`src/hw/rtl/bba_pkg.sv`:
```
// ----------------------------------------------------------------------------
// bba_pkg: shared types and constants of the block bitmap allocator
// Opcodes, sequencer states and default sizes of the free map.
// ----------------------------------------------------------------------------
`default_nettype none

package bba_pkg;

  // default geometry of the free map
  localparam int unsigned NumBlocksDef = 2048;
  localparam int unsigned ReservedDef  = 3;
  localparam int unsigned WordBits     = 64;
  localparam int unsigned WordBitW     = 6;

  // request codes carried by an item
  typedef enum logic [1:0] {
    OP_ALLOC = 2'd0,
    OP_FREE  = 2'd1,
    OP_TEST  = 2'd2
  } op_e;

  // sequencer states
  typedef enum logic [2:0] {
    ST_CLEAR,
    ST_IDLE,
    ST_SCAN,
    ST_LOOKUP,
    ST_RESP
  } state_e;

endpackage

`default_nettype wire

```
`src/hw/rtl/block_bitmap_allocator_top.sv`:
```
// ----------------------------------------------------------------------------
// block_bitmap_allocator_top: next-fit block allocator over a free map
// Free map held in a word memory, scanned one word per cycle through a
// single masked priority encoder under a small sequencer.
// ----------------------------------------------------------------------------
//
// channel  | direction | handshake               | payload
// ---------+-----------+-------------------------+-----------------------------
// request  | in        | in_valid_i / in_stall_o | opcode_i, block_number_i
// response | out       | out_valid_o/out_stall_i | allocated_block_o, is_free_o,
//          |           |                         | request_ignored_o
//
// allocate scans from the search hint, wrapping once: one map word per
//   cycle through the priority encoder, then the write-back and reply
// free does one read-modify-write of a map word, test one read; an
//   ignored free, an out-of-range test or an unused opcode reads no word
// after reset the map memory is loaded one word per cycle, and until it is
//   loaded in_stall_o stays high
// one item at a time; the next item is taken while a reply still waits
// a stalled reply holds the sequencer in its reply state
//
`default_nettype none

module block_bitmap_allocator_top #(
  parameter int unsigned NUM_BLOCKS      = bba_pkg::NumBlocksDef,
  parameter int unsigned RESERVED_BLOCKS = bba_pkg::ReservedDef,
  localparam int unsigned BlkW           = $clog2(NUM_BLOCKS)
) (
  input  wire logic            clk_i,
  input  wire logic            rst_ni,
  input  wire logic            in_valid_i,
  output logic                 in_stall_o,
  input  wire logic [1:0]      opcode_i,
  input  wire logic [BlkW-1:0] block_number_i,
  output logic                 out_valid_o,
  input  wire logic            out_stall_i,
  output logic [BlkW-1:0]      allocated_block_o,
  output logic                 is_free_o,
  output logic                 request_ignored_o
);

  localparam int unsigned WBits    = bba_pkg::WordBits;
  localparam int unsigned WBitW    = bba_pkg::WordBitW;
  localparam int unsigned MapWords = (NUM_BLOCKS + WBits - 1) / WBits;
  localparam int unsigned WA       = (MapWords > 1) ? $clog2(MapWords) : 1;
  localparam int unsigned HW       = BlkW + 1;
  localparam int unsigned HWW      = HW - WBitW;
  localparam int unsigned TopBits  = NUM_BLOCKS % WBits;
  localparam logic [WBits-1:0] ResMask =
    (WBits'(1) << RESERVED_BLOCKS) - WBits'(1);
  localparam logic [WBits-1:0] TopMask =
    (TopBits == 0) ? '1 : ((WBits'(1) << TopBits) - WBits'(1));
  localparam logic [WA-1:0]  LastWord = WA'(MapWords - 1);

  // reset contents of one map word
  function automatic logic [WBits-1:0] reset_word(input logic [WA-1:0] w);
    logic [WBits-1:0] m;
    m = '1;
    if (w == '0) m = m & ~ResMask;
    if (w == LastWord) m = m & TopMask;
    return m;
  endfunction

  bba_pkg::state_e state_q, state_d;

  // map memory
  logic [WBits-1:0] map_mem [MapWords];
  logic [WBits-1:0] rd_data_q;
  logic             rd_en;
  logic [WA-1:0]    rd_addr;
  logic             wr_en;
  logic [WA-1:0]    wr_addr;
  logic [WBits-1:0] wr_data;

  // control state
  logic [HW-1:0]    hint_q, hint_d;
  logic [WA-1:0]    clr_ptr_q, clr_ptr_d;
  logic [WA-1:0]    ptr_q, ptr_d;
  logic             wrap_q, wrap_d;
  logic             first_q, first_d;
  logic             issue_q, issue_d;
  logic             vld_p_q, vld_p_d;
  logic             out_valid_q, out_valid_d;

  // payload state
  logic [WA-1:0]    addr_p_q, addr_p_d;
  logic [WBits-1:0] mask_p_q, mask_p_d;
  logic             last_p_q, last_p_d;
  logic             free_op_q, free_op_d;
  logic [BlkW-1:0]  blk_q, blk_d;
  logic [BlkW-1:0]  pend_blk_q, pend_blk_d;
  logic             pend_free_q, pend_free_d;
  logic             pend_ign_q, pend_ign_d;
  logic [BlkW-1:0]  res_blk_q, res_blk_d;
  logic             res_free_q, res_free_d;
  logic             res_ign_q, res_ign_d;

  // derived values
  logic [HWW-1:0]   hint_wd;
  logic [WBitW-1:0] hint_bit;
  logic             hint_hit;
  logic [WBits-1:0] lo_mask;
  logic [WBits-1:0] masked;
  logic             found;
  logic [WBitW-1:0] enc_idx;
  logic [HW-1:0]    found_blk;
  logic [HW-1:0]    in_blk_ext;
  logic [WBitW-1:0] blk_bit;
  logic             out_acc;

  assign hint_wd    = hint_q[HW-1:WBitW];
  assign hint_bit   = hint_q[WBitW-1:0];
  assign hint_hit   = HWW'(ptr_q) == hint_wd;
  assign lo_mask    = (WBits'(1) << hint_bit) - WBits'(1);
  assign in_blk_ext = HW'(block_number_i);
  assign blk_bit    = blk_q[WBitW-1:0];
  assign out_acc    = out_valid_q && !out_stall_i;

  // lowest free block in the word under evaluation
  assign masked = rd_data_q & mask_p_q;
  assign found  = |masked;
  always_comb begin
    enc_idx = '0;
    for (int i = WBits - 1; i >= 0; i--) begin
      if (masked[i]) enc_idx = WBitW'(i);
    end
  end
  assign found_blk = HW'({addr_p_q, enc_idx});

  // map memory with registered read
  always_ff @(posedge clk_i) begin
    if (wr_en) map_mem[wr_addr] <= wr_data;
    if (rd_en) rd_data_q <= map_mem[rd_addr];
  end

  // state and control registers
  always_ff @(posedge clk_i or negedge rst_ni) begin
    if (!rst_ni) begin
      state_q     <= bba_pkg::ST_CLEAR;
      hint_q      <= HW'(RESERVED_BLOCKS);
      clr_ptr_q   <= '0;
      ptr_q       <= '0;
      wrap_q      <= 1'b0;
      first_q     <= 1'b0;
      issue_q     <= 1'b0;
      vld_p_q     <= 1'b0;
      out_valid_q <= 1'b0;
    end else begin
      state_q     <= state_d;
      hint_q      <= hint_d;
      clr_ptr_q   <= clr_ptr_d;
      ptr_q       <= ptr_d;
      wrap_q      <= wrap_d;
      first_q     <= first_d;
      issue_q     <= issue_d;
      vld_p_q     <= vld_p_d;
      out_valid_q <= out_valid_d;
    end
  end

  // payload registers
  always_ff @(posedge clk_i) begin
    addr_p_q    <= addr_p_d;
    mask_p_q    <= mask_p_d;
    last_p_q    <= last_p_d;
    free_op_q   <= free_op_d;
    blk_q       <= blk_d;
    pend_blk_q  <= pend_blk_d;
    pend_free_q <= pend_free_d;
    pend_ign_q  <= pend_ign_d;
    res_blk_q   <= res_blk_d;
    res_free_q  <= res_free_d;
    res_ign_q   <= res_ign_d;
  end

  // sequencer
  always_comb begin
    state_d     = state_q;
    hint_d      = hint_q;
    clr_ptr_d   = clr_ptr_q;
    ptr_d       = ptr_q;
    wrap_d      = wrap_q;
    first_d     = first_q;
    issue_d     = issue_q;
    vld_p_d     = 1'b0;
    out_valid_d = out_valid_q && !out_acc;
    addr_p_d    = addr_p_q;
    mask_p_d    = mask_p_q;
    last_p_d    = last_p_q;
    free_op_d   = free_op_q;
    blk_d       = blk_q;
    pend_blk_d  = pend_blk_q;
    pend_free_d = pend_free_q;
    pend_ign_d  = pend_ign_q;
    res_blk_d   = res_blk_q;
    res_free_d  = res_free_q;
    res_ign_d   = res_ign_q;
    in_stall_o  = 1'b1;
    rd_en       = 1'b0;
    rd_addr     = ptr_q;
    wr_en       = 1'b0;
    wr_addr     = addr_p_q;
    wr_data     = '0;

    case (state_q)
      // load the reset map, one word a cycle
      bba_pkg::ST_CLEAR: begin
        wr_en   = 1'b1;
        wr_addr = clr_ptr_q;
        wr_data = reset_word(clr_ptr_q);
        clr_ptr_d = clr_ptr_q + WA'(1);
        if (clr_ptr_q == LastWord) state_d = bba_pkg::ST_IDLE;
      end

      // take an item and start its work
      bba_pkg::ST_IDLE: begin
        in_stall_o = 1'b0;
        rd_addr    = WA'(block_number_i >> WBitW);
        if (in_valid_i) begin
          blk_d       = block_number_i;
          pend_blk_d  = '0;
          pend_free_d = 1'b0;
          pend_ign_d  = 1'b0;
          free_op_d   = 1'b0;
          case (bba_pkg::op_e'(opcode_i))
            bba_pkg::OP_ALLOC: begin
              first_d = 1'b1;
              issue_d = 1'b1;
              if (hint_wd >= HWW'(MapWords)) begin
                ptr_d  = '0;
                wrap_d = 1'b1;
              end else begin
                ptr_d  = WA'(hint_wd);
                wrap_d = 1'b0;
              end
              state_d = bba_pkg::ST_SCAN;
            end
            bba_pkg::OP_FREE: begin
              if (in_blk_ext < HW'(RESERVED_BLOCKS) || in_blk_ext >= HW'(NUM_BLOCKS)) begin
                pend_ign_d = 1'b1;
                state_d    = bba_pkg::ST_RESP;
              end else begin
                rd_en     = 1'b1;
                free_op_d = 1'b1;
                state_d   = bba_pkg::ST_LOOKUP;
              end
            end
            bba_pkg::OP_TEST: begin
              if (in_blk_ext >= HW'(NUM_BLOCKS)) begin
                state_d = bba_pkg::ST_RESP;
              end else begin
                rd_en   = 1'b1;
                state_d = bba_pkg::ST_LOOKUP;
              end
            end
            default: begin
              state_d = bba_pkg::ST_RESP;
            end
          endcase
        end
      end

      // issue one word read a cycle, evaluate the word read the cycle before
      bba_pkg::ST_SCAN: begin
        if (issue_q) begin
          rd_en    = 1'b1;
          rd_addr  = ptr_q;
          addr_p_d = ptr_q;
          vld_p_d  = 1'b1;
          if (first_q && !wrap_q) mask_p_d = ~lo_mask;
          else if (wrap_q && hint_hit) mask_p_d = lo_mask;
          else mask_p_d = '1;
          last_p_d = wrap_q && (hint_hit || ptr_q == LastWord);
          first_d  = 1'b0;
          if (ptr_q == LastWord) begin
            ptr_d  = '0;
            wrap_d = 1'b1;
          end else begin
            ptr_d = ptr_q + WA'(1);
          end
          if (last_p_d) issue_d = 1'b0;
        end
        if (vld_p_q) begin
          if (found) begin
            wr_en      = 1'b1;
            wr_addr    = addr_p_q;
            wr_data    = rd_data_q & ~(WBits'(1) << enc_idx);
            hint_d     = found_blk + HW'(1);
            pend_blk_d = BlkW'(found_blk);
            issue_d    = 1'b0;
            vld_p_d    = 1'b0;
            state_d    = bba_pkg::ST_RESP;
          end else if (last_p_q) begin
            issue_d = 1'b0;
            vld_p_d = 1'b0;
            state_d = bba_pkg::ST_RESP;
          end
        end
      end

      // read-modify-write for free, bit report for test
      bba_pkg::ST_LOOKUP: begin
        if (free_op_q) begin
          wr_en   = 1'b1;
          wr_addr = WA'(blk_q >> WBitW);
          wr_data = rd_data_q | (WBits'(1) << blk_bit);
          if (HW'(blk_q) < hint_q) hint_d = HW'(blk_q);
        end else begin
          pend_free_d = rd_data_q[blk_bit];
        end
        state_d = bba_pkg::ST_RESP;
      end

      // hand the reply to the output register
      bba_pkg::ST_RESP: begin
        if (!out_valid_q || !out_stall_i) begin
          out_valid_d = 1'b1;
          res_blk_d   = pend_blk_q;
          res_free_d  = pend_free_q;
          res_ign_d   = pend_ign_q;
          state_d     = bba_pkg::ST_IDLE;
        end
      end

      default: begin
        state_d = bba_pkg::ST_IDLE;
      end
    endcase
  end

  assign out_valid_o       = out_valid_q;
  assign allocated_block_o = res_blk_q;
  assign is_free_o         = res_free_q;
  assign request_ignored_o = res_ign_q;

  // hint stays between the first usable block and the end of the map
  a_hint_range: assert property (@(posedge clk_i) disable iff (!rst_ni)
    hint_q >= HW'(RESERVED_BLOCKS) && hint_q <= HW'(NUM_BLOCKS))
    else $error("search hint out of range");

  // a granted block is never a reserved one
  a_grant_not_reserved: assert property (@(posedge clk_i) disable iff (!rst_ni)
    out_valid_o |-> (allocated_block_o == '0 ||
                     HW'(allocated_block_o) >= HW'(RESERVED_BLOCKS)))
    else $error("reserved block granted");

  // at most one kind of answer per reply
  a_reply_exclusive: assert property (@(posedge clk_i) disable iff (!rst_ni)
    out_valid_o |-> !(is_free_o && request_ignored_o) &&
                    !(allocated_block_o != '0 && (is_free_o || request_ignored_o)))
    else $error("reply carries conflicting fields");

  // scan words in flight only while scanning
  a_scan_pipe: assert property (@(posedge clk_i) disable iff (!rst_ni)
    (vld_p_q || issue_q) |-> state_q == bba_pkg::ST_SCAN)
    else $error("scan activity outside scan state");

  // a grant always advances the hint just past the granted block
  a_hint_follows: assert property (@(posedge clk_i) disable iff (!rst_ni)
    (state_q == bba_pkg::ST_SCAN && vld_p_q && found) |=>
      hint_q == $past(found_blk) + HW'(1))
    else $error("hint not moved past granted block");

endmodule

`default_nettype wire
```
`config.mk`:
```
export PLATFORM = sky130hd
export DESIGN_NAME = block_bitmap_allocator_top
export DESIGN_NICKNAME = d
export VERILOG_FILES = /design/src/hw/rtl/bba_pkg.sv /design/src/hw/rtl/block_bitmap_allocator_top.sv
export SDC_FILE = /design/constraint.sdc
export NUM_CORES = 2
export LEC_CHECK = 0
export BUFFER_PORTS_ARGS = -buffer_cell sky130_fd_sc_hd__clkbuf_2
export CORE_AREA = 2 2 399 401
export CTS_BUF_LIST = sky130_fd_sc_hd__clkbuf_8
export DETAILED_ROUTE_END_ITERATION = 16
export DIE_AREA = 0 0 401 403
export GPL_ROUTABILITY_DRIVEN = 0
export PLACE_DENSITY = 0.78
export RECOVER_POWER = 25
export SYNTH_ARGS = -nofsm -noshare
export SYNTH_HDL_FRONTEND = slang
export SYNTH_SLANG_ARGS = --single-unit
```
`constraint.sdc`:
```
create_clock -name clk_i -period 5.5 [get_ports clk_i]
set_clock_uncertainty 0.05 [all_clocks]
set_input_delay 0.275 -clock clk_i [delete_from_list [all_inputs] [get_ports clk_i]]
set_output_delay 0.275 -clock clk_i [all_outputs]
set_load 0.005 [all_outputs]
```
==> run summary <==
The clock transition at the register clock pins on the worst setup and hold paths after CTS came out at about 0.070 ns. The largest net degree at the start of global routing came out at 175. The endpoint kind of the worst setup timing path is a register.

The initial utilization of the core area, before any placement, comes to between 50% and 60%. The floorplan has 146 rows. For this design, the CTS-stage hold fixing added 31 buffers. Setup repair after global routing left no endpoint under its margin. The setup TNS after final layout came out at 0 ns. The most frequently used flop master after synthesis is sky130_fd_sc_hd__edfxtp_1.

In this run the worst path has a maximum fanout of 54. The number of instances in the synthesized netlist came out at 7400. At the pin with the least slew margin, the transition time is 2.81 ns.

Leaving out fill and tap cells, the most frequent cell in the layout is sky130_fd_sc_hd__nand2_1. At the placement stage, the worst setup path has a slack of 0.909 ns. The synthesized-area fraction occupied by adder cells is less than 1%. The footprint of the multi-input gates is 24400 um2. The number of global-route vias before repair came out at 62300. The setup slack after layout is approximately 0.08 ns. TritonCTS built the clock tree. The height of the die came out at slightly above 400 um. The post-synthesis instance area came out at roughly 94000 um2. In this run the power density over the cells is 642 nW/um2.

After the first detailed-routing iteration, the DRC count stood at 11400. The number of synthesized register bits is 2250. In this run the most used layer during global routing was met2.

For this run, global-route usage on met3 was measured as 9.35%. The detailed router placed between 60000 and 70000 vias in this run. Setup violations remaining at the end of the flow were counted as 0.

The number of clock sinks came out at 2250. The max-slew violation count is just over 900. Of the total synthesized cell area, the portion taken by AND, OR, NAND and NOR gates is approximately 15%. In this run the standard cell core region covers 157000 um2. The global-route wire length before repair is 395 mm. The compound-gate portion of the synthesized area came out at 9.73%. The data required time of the critical path came out at 6.10 ns. The worst pin sits at a relative slew slack of -87.4%. The endpoint arrival time on the critical path is 6.02 ns. In the global route stage, met1 resource usage came out at 44.6%. In the layout the commonest cells are 2225 x sky130_fd_sc_hd__nand2_1, 2220 x sky130_fd_sc_hd__edfxtp_1, 404 x sky130_fd_sc_hd__and3_1. Counting along the longest clock path gives a buffer depth of 4. The area share of xor/xnor cells in the synthesized design came out at less than 1%. By area the synthesized netlist is led by sky130_fd_sc_hd__edfxtp_1 71%, sky130_fd_sc_hd__nand2_1 8.9%, sky130_fd_sc_hd__and3_1 2.7%, sky130_fd_sc_hd__a311oi_1 2.4%, sky130_fd_sc_hd__a31oi_1 1.8%.

The final wirelength came out at 270 mm. By area, the combinational part of the netlist is dominated by simple AND/OR/NAND/NOR gates. In the routed design, unresolved DRC markers number 0. The sequential cell area is ~67000 um2.

For this design the static power due to leakage is 36.1 nW. The time the final worst path needs with I/O delays and setup came out at approximately 5.4 ns. The checks that failed: capacitance limit, slew limit.

The synthesized design spends more area on one cell type than any other, namely sky130_fd_sc_hd__edfxtp_1. The global-route congestion overflow total came out at 0. The fill cell total of the finished layout came out at 10800. Gates resized during post-CTS repair numbered 0. For this run, the top clock speed supported by timing is 0.185 GHz.

The half-perimeter wire length of the detailed placement result is around 140 mm. Max-cap violations in this run came to 27. The worst-skew pair later-pin latency came out at approximately 1.1 ns. The flow ran to the end, but the final reports show violations. The number of clock buffers added by TritonCTS is 353. The setup fix buffers added after clock tree synthesis is 0. The layout net count came out at 7550. The post-synthesis average cell area is 12.7 um2. For this run, the detailed router's first-pass iteration total came to 14. The sequential share of the synthesized area is 71.9%. The startpoint type of the worst setup path is a register.

The fraction of final layout cells with drive strength greater than 1 came out at 9.34%. The H-tree was split into 5 levels. The width of the die came out at 401 um. The count of nets left with antenna violations once routing finished came out at 0. The global routing usage on met2 is roughly half.

The number of top-level pins came out at 32. In this run the worst hold path is classified as input port to register. By startpoint and endpoint, the worst setup path is classified as register to register. From synthesis to final layout, the design area changed by 10.1%. The global-route usage over all layers is 32.9%. The number of antenna violations at the first check in global routing came to 6. The fraction of synthesized cell area taken by the top area cell type came out at 71.1%. Of the post-synthesis cell area, the part taken by muxes is less than 1%. The wire length per cell came out at 27.5 um. The worst supply voltage drop on vdd is 636 uV. The final count of hold timing violations came out at 0.

The die covers between 150000 and 200000 um2. The post-route clock period utilization is a little over nine tenths. The total nets after synthesis is 7443.

The unique cell type count in the Yosys netlist came out at between 70 and 80. Counting flops with an async set or reset pin after synthesis yields a share of ~1.3%. The count of buffers added on input and output ports is 31. The number of enable-type register cells in the synthesized netlist came out at ~2200. The cell sitting at the root of the clock tree is a sky130_fd_sc_hd__clkbuf_8. For this run, the number of Yosys warnings is 0. The number of vias per cell came out at about 6.7.
power breakdown:
group	leakage [nW]	total [mW]	switching, mW	internal, mW
Combinational	12.1	26.4	19.1	7.22
Clock	3.58	12.8	6.35	6.43
Sequential	20.4	27.2	1.11	26.1
kinds of logic after synthesis:
kind of cell | count (synthesis)
flops | 2250
buf+inv | 555
xor+xnor | 23
simple gates | 3211
compound gates | 1287
mux | 48
fa+ha+maj | 26
stage by stage:
step	power, mW	hold slack, ns	cell area, um2	std cells	utilization (%)
after floorplan	43.3	-0.0706	93800	7400	-
after global placement	52.2	0.357	97100	9193	61.6
after detailed placement	53.0	0.361	97100	9193	61.6
after CTS	65.6	0.0259	104000	9825	65.7
after global routing	68.8	0.150	103000	9826	65.6
final	66.3	0.161	103000	9826	65.6
Yosys cell counts (7+ instances only):
library cell / instances
sky130_fd_sc_hd__nand4_1: 16
sky130_fd_sc_hd__nand2b_1: 14
sky130_fd_sc_hd__nand3_1: 307
sky130_fd_sc_hd__a31o_1: 11
sky130_fd_sc_hd__a31o_2: 17
sky130_fd_sc_hd__a22o_1: 10
sky130_fd_sc_hd__a22oi_2: 11
sky130_fd_sc_hd__a211oi_1: 197
sky130_fd_sc_hd__nor2b_1: 7
sky130_fd_sc_hd__a22oi_1: 31
sky130_fd_sc_hd__a21oi_1: 212
sky130_fd_sc_hd__and2_1: 18
sky130_fd_sc_hd__or3_1: 7
sky130_fd_sc_hd__buf_1: 54
sky130_fd_sc_hd__inv_1: 27
sky130_fd_sc_hd__xnor2_1: 19
sky130_fd_sc_hd__and3_1: 405
sky130_fd_sc_hd__a311oi_1: 259
sky130_fd_sc_hd__nand2_1: 2225
sky130_fd_sc_hd__a31oi_1: 272
sky130_fd_sc_hd__clkbuf_1: 404
sky130_fd_sc_hd__nor2_1: 155
sky130_fd_sc_hd__o21ai_0: 66
sky130_fd_sc_hd__buf_2: 62
sky130_fd_sc_hd__edfxtp_1: 2220
sky130_fd_sc_hd__mux2i_1: 22
sky130_fd_sc_hd__nor3_1: 29
sky130_fd_sc_hd__o211ai_1: 54
sky130_fd_sc_hd__a21o_1: 75
sky130_fd_sc_hd__ha_1: 26
sky130_fd_sc_hd__o221ai_1: 10
sky130_fd_sc_hd__a32oi_1: 7
sky130_fd_sc_hd__dfrtp_1: 28
sky130_fd_sc_hd__mux4_2: 21
critical path, stage by stage, from the launching register on:
cell and delay (ns):
sky130_fd_sc_hd__edfxtp_1 0.77, sky130_fd_sc_hd__a22oi_1 0.23, sky130_fd_sc_hd__nand4_1 0.24, sky130_fd_sc_hd__or4_1 0.28
sky130_fd_sc_hd__or3_1 0.21, sky130_fd_sc_hd__nand3_1 0.13, sky130_fd_sc_hd__o21ai_0 0.29, sky130_fd_sc_hd__nand3_1 0.20
sky130_fd_sc_hd__clkbuf_1 0.36, sky130_fd_sc_hd__nor2_1 1.21, sky130_fd_sc_hd__buf_6 0.91
state kept, by name, summed over array words and instances, names as in the netlist, 3 cells and up:
| register | flops |
|---|---|
| map_mem | 2048 |
| mask_p_q | 64 |
| blk_q | 11 |
| addr_p_q | 5 |
| allocated_block_o | 11 |
| state_q | 3 |
| rd_data_q | 64 |
| pend_blk_q | 11 |
| ptr_q | 5 |
| clr_ptr_q | 5 |
| hint_q | 12 |
layer usage:
layer	share of wire (%)	wire length, um
met5	0.0074	20
met4	5.7	15500
met3	15	40700
met2	44	119000
met1	35	94700
area by class of cell:
class,count,area share [%]
Clock inverter,240,1.14
Antenna cell,1,0.00242
Tap cell,2072,2.51
Timing Repair Buffer,277,2.47
Multi-Input combinational cell,4595,23.6
Inverter,30,0.110
Clock buffer,361,4.81
Sequential cell,2250,65.3
path summary, 6_finish.rpt:
path	from	endpoint	slack (ns)	cells past startpoint
hold / removal	block_number_i[7]	blk_q[7]	0.16	2
setup / recovery	rd_data_q[8]	map_mem[5][34]	0.08	10
setup reg to reg	rd_data_q[8]	map_mem[5][34]	0.08	10
max in group asynchronous	rst_ni	hint_q[5]	3.20	4
hold reg to reg	pend_blk_q[0]	allocated_block_o[0]	0.37	0
min in group asynchronous	rst_ni	hint_q[1]	0.48	3
Power figures use the tool's default switching activity.
